### src/rtl/core/arp1c_pkg.sv
// Shared types and constants for the one-entry-cache ARP resolver.
// Used by arp1c_ctrl, arp1c_dp and the top level; depends on nothing.
package arp1c_pkg;

  localparam int unsigned REQ_LEN   = 42;
  localparam int unsigned POS_W     = 6;
  localparam int unsigned FPOS_W    = 7;
  localparam int unsigned MAC_W     = 48;
  localparam int unsigned IP_W      = 32;
  localparam int unsigned CFG_W     = 48;

  localparam logic [7:0] ETH_TYPE_HI = 8'h08;
  localparam logic [7:0] ETH_TYPE_LO = 8'h06;

  localparam logic [3:0]  RETRY_RESET = 4'd3;
  localparam logic [15:0] POLL_RESET  = 16'd10000;

  // Bytes 12..21 of the request: type, htype, ptype, hlen, plen, opcode.
  localparam logic [7:0] HDR_FIXED [10] = '{
    8'h08, 8'h06, 8'h00, 8'h01, 8'h08, 8'h00, 8'h06, 8'h04, 8'h00, 8'h01
  };

  typedef enum logic [1:0] {
    CMD_RESOLVE = 2'd0,
    CMD_RX_BYTE = 2'd1,
    CMD_TICK    = 2'd2,
    CMD_NONE    = 2'd3
  } command_t;

  typedef enum logic [1:0] {
    KIND_TX   = 2'd0,
    KIND_MAC  = 2'd1,
    KIND_FAIL = 2'd2
  } kind_t;

  typedef enum logic [1:0] {
    REG_OWN_MAC     = 2'd0,
    REG_OWN_IP      = 2'd1,
    REG_RETRY_LIMIT = 2'd2,
    REG_POLL_LIMIT  = 2'd3
  } cfg_reg_t;

  typedef enum logic [1:0] {
    ACT_NONE,
    ACT_REQUEST,
    ACT_REPORT
  } action_t;

  typedef enum logic [1:0] {
    ST_IDLE,
    ST_TX,
    ST_REPORT
  } state_t;

  typedef struct packed {
    logic take;
    logic tx_load;
    logic rep_load;
  } dp_cmd_t;

  typedef struct packed {
    action_t action;
    logic    tx_end;
    logic    slot_free;
  } dp_status_t;

endpackage

### src/rtl/core/arp_resolver_one_entry_cache.sv
// ARP resolver with a one-entry cache, top level.
// An item is registered in the controller state; its first result then goes
// into the output register. A 42-byte request runs one byte per cycle while
// out_ready drains the output register. Throughput: one item per cycle when no
// result follows; else the next item waits until its last output is loaded.
// Reset (synchronous): cache empty, idle, limits back to 3 and 10000.
module arp_resolver_one_entry_cache (
  input  logic                        clk,
  input  logic                        rst,
  input  logic                        cfg_valid,
  output logic                        cfg_ready,
  input  logic [1:0]                  cfg_index,
  input  logic [arp1c_pkg::CFG_W-1:0] cfg_data,
  input  logic                        in_valid,
  output logic                        in_ready,
  input  logic [1:0]                  command,
  input  logic [arp1c_pkg::IP_W-1:0]  lookup_ip,
  input  logic [7:0]                  rx_byte,
  input  logic                        rx_last,
  output logic                        out_valid,
  input  logic                        out_ready,
  output logic [1:0]                  kind,
  output logic [7:0]                  tx_byte,
  output logic                        tx_last,
  output logic [arp1c_pkg::MAC_W-1:0] resolved_mac
);
  import arp1c_pkg::*;

  dp_cmd_t    cmd;
  dp_status_t status;

  assign cfg_ready = 1'b1;

  arp1c_ctrl u_ctrl (
    .clk      (clk),
    .rst      (rst),
    .in_valid (in_valid),
    .in_ready (in_ready),
    .status   (status),
    .cmd      (cmd)
  );

  arp1c_dp u_dp (
    .clk          (clk),
    .rst          (rst),
    .cmd          (cmd),
    .status       (status),
    .cfg_valid    (cfg_valid),
    .cfg_index    (cfg_index),
    .cfg_data     (cfg_data),
    .command      (command),
    .lookup_ip    (lookup_ip),
    .rx_byte      (rx_byte),
    .rx_last      (rx_last),
    .out_valid    (out_valid),
    .out_ready    (out_ready),
    .kind         (kind),
    .tx_byte      (tx_byte),
    .tx_last      (tx_last),
    .resolved_mac (resolved_mac)
  );

endmodule

### src/rtl/core/arp1c_ctrl.sv
// Controller for the ARP resolver: takes items, sequences request bursts
// and single reports. Depends on arp1c_pkg.
module arp1c_ctrl (
  input  logic                  clk,
  input  logic                  rst,
  input  logic                  in_valid,
  output logic                  in_ready,
  input  arp1c_pkg::dp_status_t status,
  output arp1c_pkg::dp_cmd_t    cmd
);
  import arp1c_pkg::*;

  state_t state, state_next;

  always_ff @(posedge clk) begin
    if (rst) begin
      state <= ST_IDLE;
    end else begin
      state <= state_next;
    end
  end

  always_comb begin
    state_next   = state;
    in_ready     = 1'b0;
    cmd.take     = 1'b0;
    cmd.tx_load  = 1'b0;
    cmd.rep_load = 1'b0;
    unique case (state)
      ST_IDLE: begin
        in_ready = 1'b1;
        if (in_valid) begin
          cmd.take = 1'b1;
          if (status.action == ACT_REQUEST) state_next = ST_TX;
          else if (status.action == ACT_REPORT) state_next = ST_REPORT;
        end
      end
      ST_TX: begin
        // one request byte per free output slot
        if (status.slot_free) begin
          cmd.tx_load = 1'b1;
          if (status.tx_end) state_next = ST_IDLE;
        end
      end
      ST_REPORT: begin
        if (status.slot_free) begin
          cmd.rep_load = 1'b1;
          state_next   = ST_IDLE;
        end
      end
      default: state_next = ST_IDLE;
    endcase
  end

endmodule

### src/rtl/core/arp1c_dp.sv
// Datapath for the ARP resolver: config registers, cache, retry state,
// receive frame tracking, request byte generator and output register.
// Depends on arp1c_pkg.
module arp1c_dp (
  input  logic                             clk,
  input  logic                             rst,
  input  arp1c_pkg::dp_cmd_t               cmd,
  output arp1c_pkg::dp_status_t            status,
  input  logic                             cfg_valid,
  input  logic [1:0]                       cfg_index,
  input  logic [arp1c_pkg::CFG_W-1:0]      cfg_data,
  input  logic [1:0]                       command,
  input  logic [arp1c_pkg::IP_W-1:0]       lookup_ip,
  input  logic [7:0]                       rx_byte,
  input  logic                             rx_last,
  output logic                             out_valid,
  input  logic                             out_ready,
  output logic [1:0]                       kind,
  output logic [7:0]                       tx_byte,
  output logic                             tx_last,
  output logic [arp1c_pkg::MAC_W-1:0]      resolved_mac
);
  import arp1c_pkg::*;

  // configuration
  logic [MAC_W-1:0] own_mac;
  logic [IP_W-1:0]  own_ip;
  logic [3:0]       retry_limit;
  logic [15:0]      poll_limit;

  // resolver state
  logic [IP_W-1:0]   cached_ip, cached_ip_next;
  logic [MAC_W-1:0]  cached_mac, cached_mac_next;
  logic              cache_full, cache_full_next;
  logic [IP_W-1:0]   pending_ip, pending_ip_next;
  logic              busy, busy_next;
  logic [3:0]        sends_done, sends_done_next;
  logic [15:0]       polls_done, polls_done_next;
  logic [FPOS_W-1:0] frame_pos, frame_pos_next;
  logic              frame_ok, frame_ok_next;
  logic [MAC_W-1:0]  captured_mac, captured_mac_next;

  // pending report
  kind_t             rep_kind, rep_kind_next;
  logic [MAC_W-1:0]  rep_mac, rep_mac_next;

  logic [POS_W-1:0]  tx_pos;
  logic [7:0]        req_byte;
  logic [2:0]        mac_sel;
  logic [1:0]        ip_sel;
  logic [1:0]        rx_ip_sel;
  logic [7:0]        rx_ip_byte;
  logic [15:0]       polls_inc;
  logic              do_poll;
  logic              is_match;
  action_t           action;

  // -------- configuration writes --------
  always_ff @(posedge clk) begin
    if (rst) begin
      own_mac     <= '0;
      own_ip      <= '0;
      retry_limit <= RETRY_RESET;
      poll_limit  <= POLL_RESET;
    end else if (cfg_valid) begin
      unique case (cfg_reg_t'(cfg_index))
        REG_OWN_MAC:     own_mac     <= cfg_data[MAC_W-1:0];
        REG_OWN_IP:      own_ip      <= cfg_data[IP_W-1:0];
        REG_RETRY_LIMIT: retry_limit <= cfg_data[3:0];
        REG_POLL_LIMIT:  poll_limit  <= cfg_data[15:0];
        default: ;
      endcase
    end
  end

  // -------- item processing --------
  assign rx_ip_sel  = 2'(2'd3 - frame_pos[1:0]);
  assign rx_ip_byte = 8'(pending_ip >> {rx_ip_sel, 3'b000});
  assign polls_inc  = (polls_done != 16'hFFFF) ? 16'(polls_done + 16'd1) : polls_done;

  always_comb begin
    cached_ip_next    = cached_ip;
    cached_mac_next   = cached_mac;
    cache_full_next   = cache_full;
    pending_ip_next   = pending_ip;
    busy_next         = busy;
    sends_done_next   = sends_done;
    polls_done_next   = polls_done;
    frame_pos_next    = frame_pos;
    frame_ok_next     = frame_ok;
    captured_mac_next = captured_mac;
    rep_kind_next     = rep_kind;
    rep_mac_next      = rep_mac;
    action            = ACT_NONE;
    do_poll           = 1'b0;
    is_match          = 1'b0;

    case (command_t'(command))
      CMD_RESOLVE: begin
        if (!busy) begin
          if (cache_full && cached_ip == lookup_ip) begin
            action        = ACT_REPORT;
            rep_kind_next = KIND_MAC;
            rep_mac_next  = cached_mac;
          end else begin
            pending_ip_next = lookup_ip;
            busy_next       = 1'b1;
            sends_done_next = 4'd1;
            polls_done_next = '0;
            action          = ACT_REQUEST;
          end
        end
      end
      CMD_RX_BYTE: begin
        if (frame_pos == FPOS_W'(12) && rx_byte != ETH_TYPE_HI) frame_ok_next = 1'b0;
        if (frame_pos == FPOS_W'(13) && rx_byte != ETH_TYPE_LO) frame_ok_next = 1'b0;
        if (frame_pos >= FPOS_W'(22) && frame_pos < FPOS_W'(28))
          captured_mac_next = {captured_mac[MAC_W-9:0], rx_byte};
        if (frame_pos >= FPOS_W'(28) && frame_pos < FPOS_W'(32) && rx_byte != rx_ip_byte)
          frame_ok_next = 1'b0;
        if (frame_pos != '1) frame_pos_next = FPOS_W'(frame_pos + 1'b1);
        if (rx_last) begin
          is_match       = frame_ok_next && (frame_pos >= FPOS_W'(REQ_LEN - 1));
          frame_pos_next = '0;
          frame_ok_next  = 1'b1;
          if (busy) begin
            if (is_match) begin
              cached_ip_next  = pending_ip;
              cached_mac_next = captured_mac_next;
              cache_full_next = 1'b1;
              busy_next       = 1'b0;
              action          = ACT_REPORT;
              rep_kind_next   = KIND_MAC;
              rep_mac_next    = captured_mac_next;
            end else begin
              do_poll = 1'b1;
            end
          end
        end
      end
      CMD_TICK: begin
        if (busy) do_poll = 1'b1;
      end
      default: ;
    endcase

    // poll counted while waiting: resend or give up on expiry
    if (do_poll) begin
      polls_done_next = polls_inc;
      if (polls_inc >= poll_limit) begin
        if (sends_done >= retry_limit) begin
          busy_next     = 1'b0;
          action        = ACT_REPORT;
          rep_kind_next = KIND_FAIL;
          rep_mac_next  = '0;
        end else begin
          sends_done_next = 4'(sends_done + 4'd1);
          polls_done_next = '0;
          action          = ACT_REQUEST;
        end
      end
    end
  end

  always_ff @(posedge clk) begin
    if (rst) begin
      cached_ip    <= '0;
      cached_mac   <= '0;
      cache_full   <= 1'b0;
      pending_ip   <= '0;
      busy         <= 1'b0;
      sends_done   <= '0;
      polls_done   <= '0;
      frame_pos    <= '0;
      frame_ok     <= 1'b1;
      captured_mac <= '0;
      rep_kind     <= KIND_MAC;
      rep_mac      <= '0;
    end else if (cmd.take) begin
      cached_ip    <= cached_ip_next;
      cached_mac   <= cached_mac_next;
      cache_full   <= cache_full_next;
      pending_ip   <= pending_ip_next;
      busy         <= busy_next;
      sends_done   <= sends_done_next;
      polls_done   <= polls_done_next;
      frame_pos    <= frame_pos_next;
      frame_ok     <= frame_ok_next;
      captured_mac <= captured_mac_next;
      rep_kind     <= rep_kind_next;
      rep_mac      <= rep_mac_next;
    end
  end

  // -------- request byte generator --------
  always_ff @(posedge clk) begin
    if (rst) begin
      tx_pos <= '0;
    end else if (cmd.take) begin
      tx_pos <= '0;
    end else if (cmd.tx_load) begin
      tx_pos <= POS_W'(tx_pos + 1'b1);
    end
  end

  always_comb begin
    mac_sel = (tx_pos < POS_W'(12)) ? 3'(POS_W'(11) - tx_pos) : 3'(POS_W'(27) - tx_pos);
    ip_sel  = (tx_pos < POS_W'(32)) ? 2'(POS_W'(31) - tx_pos) : 2'(POS_W'(41) - tx_pos);
    if (tx_pos < POS_W'(6))       req_byte = 8'hFF;
    else if (tx_pos < POS_W'(12)) req_byte = 8'(own_mac >> {mac_sel, 3'b000});
    else if (tx_pos < POS_W'(22)) req_byte = HDR_FIXED[4'(tx_pos - POS_W'(12))];
    else if (tx_pos < POS_W'(28)) req_byte = 8'(own_mac >> {mac_sel, 3'b000});
    else if (tx_pos < POS_W'(32)) req_byte = 8'(own_ip >> {ip_sel, 3'b000});
    else if (tx_pos < POS_W'(38)) req_byte = 8'h00;
    else                          req_byte = 8'(pending_ip >> {ip_sel, 3'b000});
  end

  // -------- output register --------
  always_ff @(posedge clk) begin
    if (rst) begin
      out_valid <= 1'b0;
    end else if (cmd.tx_load || cmd.rep_load) begin
      out_valid <= 1'b1;
    end else if (out_ready) begin
      out_valid <= 1'b0;
    end
  end

  always_ff @(posedge clk) begin
    if (cmd.tx_load) begin
      kind         <= KIND_TX;
      tx_byte      <= req_byte;
      tx_last      <= (tx_pos == POS_W'(REQ_LEN - 1));
      resolved_mac <= '0;
    end else if (cmd.rep_load) begin
      kind         <= rep_kind;
      tx_byte      <= '0;
      tx_last      <= 1'b0;
      resolved_mac <= rep_mac;
    end
  end

  assign status.action    = action;
  assign status.tx_end    = (tx_pos == POS_W'(REQ_LEN - 1));
  assign status.slot_free = !out_valid || out_ready;

endmodule
### config.mk
export PLATFORM = sky130hd
export DESIGN_NAME = arp_resolver_one_entry_cache
export DESIGN_NICKNAME = d
export VERILOG_FILES = /design/src/rtl/core/arp1c_pkg.sv /design/src/rtl/core/arp_resolver_one_entry_cache.sv /design/src/rtl/core/arp1c_ctrl.sv /design/src/rtl/core/arp1c_dp.sv
export SDC_FILE = /design/constraint.sdc
export NUM_CORES = 1
export LEC_CHECK = 0
export BUFFER_PORTS_ARGS = -buffer_cell sky130_fd_sc_hd__buf_2
export CAP_MARGIN = 20
export CORE_MARGIN = 2
export CORE_UTILIZATION = 50
export DETAILED_ROUTE_END_ITERATION = 10
export PLACE_DENSITY = 0.7
export SETUP_SLACK_MARGIN = 0.4
export SLEW_MARGIN = 40
export SYNTH_ARGS = -nofsm -noshare
export SYNTH_HDL_FRONTEND = slang
export SYNTH_SLANG_ARGS = --single-unit
### constraint.sdc
create_clock -name clk -period 7.2 [get_ports clk]
set_input_delay 0 -clock clk [delete_from_list [all_inputs] [get_ports clk]]
set_output_delay 0 -clock clk [all_outputs]
set_load 0.05 [all_outputs]
==> flow_summary.json <==
{
  "clk_latency_ns": 0.57,
  "cts_max_level": 2,
  "clkTransAtPathRegs_ns": 0.06,
  "leakage_uw": 0.00766,
  "maxSlewViolCount": 0,
  "post-cts-setup-buffers": 0,
  "drt-initial-drc-count": 1159,
  "crit_path_end_kind": "flip-flop",
  "crit_type": "flip-flop to flip-flop",
  "required_ns": 7.69,
  "core.rowCount": 69,
  "gp_congestion": 0.871,
  "root_buffer": "clkbuf_16",
  "period_share_pct": 61.0,
  "ys_warn_count": 0,
  "grt_first_pass_wirelength_mm": 77.8,
  "cts-hold-fix-buffers": 94,
  "synth_compound_area_share_pct": 17.3,
  "grt.total_usage_pct": 25.0,
  "wire_per_inst_um": 17.3,
  "critPathArrivalTime_ns": 4.88,
  "slew_headroom_pct": 41.0,
  "whs_ns": 0.0357,
  "ctsResizeCount": 0,
  "cp_max_fo": 48,
  "status": "completed",
  "die_area_sq_um": 37700,
  "ys_types": 73,
  "cts_tree": "done",
  "p_total_uw": 5080,
  "fmax_mhz": 228,
  "vias_per_cell": 5.61,
  "fin_cells": 2788,
  "io_pins": 160,
  "dp.cells": 2616,
  "synth_area_leader_cell": "dfxtp_1",
  "hold_viol_final": 0,
  "dpl.hpwl_mm": 30.6,
  "fin_setup_tns_ns": 0,
  "drc": 0,
  "portBuffers": 158,
  "die_w_um": 194,
  "grt_pass1_vias": 15000,
  "drv_cap": 0,
  "start_util_pct": 50.8,
  "worst_pin_slew_ns": 0.884,
  "placed_area_sq_um": 19100,
  "synthXorXnorAreaFrac_pct": 2.81,
  "die-height_um": 194,
  "ys.flop_type": "dfxtp_1",
  "hp-class": "primary input to flip-flop",
  "ir_worst_vdd_mv": 0.232,
  "async_reset_ff_share_pct": 0,
  "synth.avg_cell_area_sq_um": 8.50,
  "yosysTopAreaCellShare_pct": 44.2,
  "grt_antenna_before_repair": 0,
  "rsz0062_at_grt": "false",
  "synth_edf_count": 9,
  "numCtsBuffers": 43,
  "cts.sinks": 408,
  "ys_top_cells_by_area": "dfxtp_1 44%, nand2_1 11%, a21oi_1 8.7%",
  "skew_ns": 0.0191,
  "antenna_left": 0,
  "area_delta_synth_final_pct": 19.5,
  "coreArea_sq_um": 35600,
  "yosysSeqAreaShare_pct": 45.7,
  "grt_max_degree": 108,
  "drtPass1Iterations": 5,
  "fin_crit_ns": 4.39,
  "synth_nets": 2262,
  "synthCells": 2128,
  "design_area_sq_um": 21600,
  "vias": 15600,
  "p_per_area_nw_per_um2": 235,
  "clock_path_buffers": 3,
  "yosys.area_share.adder_pct": 2.49,
  "synthesis.area_sq_um": 18100,
  "setup_viol": 0,
  "synth_mux_area_share_pct": 9.25,
  "diodes": 0,
  "synth-simple-area-share_pct": 18.1,
  "grt_overflow": 0,
  "start_kind": "flip-flop",
  "synth_top_family_by_area": "simple AND/OR/NAND/NOR gates",
  "nets": 2428,
  "ys_ff_latch": 408,
  "drive_gt1_share_pct": 13.6,
  "drt-total-wl_mm": 48.1
}
## metrics by stage
step / utilization (%) / worst slack [ns]
floorplan: - / 3.39
global placement: 53.5 / 2.98
detailed placement: 53.6 / 2.85
CTS: 60.8 / 2.82
global route: 60.8 / 2.41
finish: 60.8 / 2.81
## path summary, 6_finish.rpt
kind                                            start               endpoint  slack (ns)  cells past startpoint
worst min register to register  u_dp.resolved_mac[28]  u_dp.resolved_mac[28]        0.45                      2
worst max register to register     u_dp.polls_done[7]       u_dp.rep_mac[13]        2.81                     15
worst max-delay path               u_dp.polls_done[7]       u_dp.rep_mac[13]        2.81                     15
worst min-delay path                        cfg_valid    u_dp.retry_limit[0]        0.04                      4
## cells in the final DEF (no fill, tap or decap), types with 4 or more instances in the layout
master,n
a211oi_1,51
a21o_1,8
a21oi_1,312
a221oi_1,5
a311oi_1,5
a31oi_1,9
and3_1,6
buf_2,157
buf_4,18
bufinv_16,9
clkbuf_1,5
clkbuf_16,45
clkbuf_8,10
clkinv_2,7
dfxtp_1,397
dlygate4sd3_1,94
edfxtp_1,9
ha_1,36
inv_1,35
mux2i_1,94
mux4_2,31
nand2_1,517
nand2b_1,10
nand3_1,33
nand4_1,18
nor2_1,171
nor2b_1,6
nor3_1,6
nor4_1,4
o211ai_1,9
o21a_1,4
o21ai_0,21
o21ai_1,8
o2bb2ai_1,49
xnor2_1,43
xor2_1,15
## power breakdown
part,switching (uW),internal [uW],total (uW)
registers,20.9,2290,2320
clock network,925,1560,2480
logic,170,116,285
## cell families after synthesis
family,Yosys count
flops,408
fa+ha+maj,36
compound gates,509
buf+inv,189
simple gates,799
other cells,1
xor+xnor,58
mux,128
## critical path: stages, from the launching register on
cell and delay [ns]:
dfxtp_1 0.42, and3_1 0.24, nand4_1 0.18, nor4_2 0.57, or3_1 0.34, nor2_1 0.10, xor2_1 0.16, ha_1 0.30
nand4_1 0.17, o21bai_1 0.10, a211oi_1 0.37, o41ai_4 0.23, and4b_1 0.28, nor3_4 0.15, buf_4 0.48, o2bb2ai_1 0.18
## cell type report
cell class              instances  area (sq um)
well taps                     461           577
clock buffers                  59          1270
repair buffers                274          1940
fillers                      3055         13900
flip-flops and latches        408          8260
inverters                      36           135
clock inverters                19           329
multi-input cells            1531          9110
## metal layers
metal	routed length, um	track usage [%]	share of wire (%)	vias to the layer above
met5	0	0	0	-
met4	1470	9.37	3.1	0
met3	2530	3.64	5.3	97
met2	22600	41.2	47	450
met1	21500	33.3	45	7402
li1	-	-	-	7678
## flip-flops by register name, indices dropped and copies added (netlist names), 2 cells and up
register and cells:
u_dp.poll_limit 16, u_dp.sends_done 4, u_dp.own_ip 32, u_dp.cached_mac 48, u_dp.tx_pos 6, u_dp.frame_pos 7
u_dp.own_mac 48, u_dp.resolved_mac 48, u_dp.kind 2, u_dp.rep_kind 2, u_ctrl.state 2, u_dp.retry_limit 4
u_dp.pending_ip 32, u_dp.captured_mac 48, u_dp.polls_done 16, u_dp.rep_mac 48, u_dp.cached_ip 32, u_dp.tx_byte 8
## Yosys cell counts (all sizes together), types with 3 or more instances
cell and n:
buf 42, mux2 3, and3 7, clkbuf 111, o21ai 29, nor2 175
nor3 9, xor2 15, o2bb2ai 49, dfxtp 399, nor4 5, mux4 31
o211ai 10, a21o 8, o21a 4, inv 35, nand3b 3, nand3 33
nand2 517, nand2b 11, a221oi 5, or3 3, a211oi 52, nand4 18
ha 36, nor2b 6, a21oi 315, edfxtp 9, mux2i 94, a311oi 6
a31oi 10, xnor2 43
Note: power is estimated with default switching activity, not from simulation.
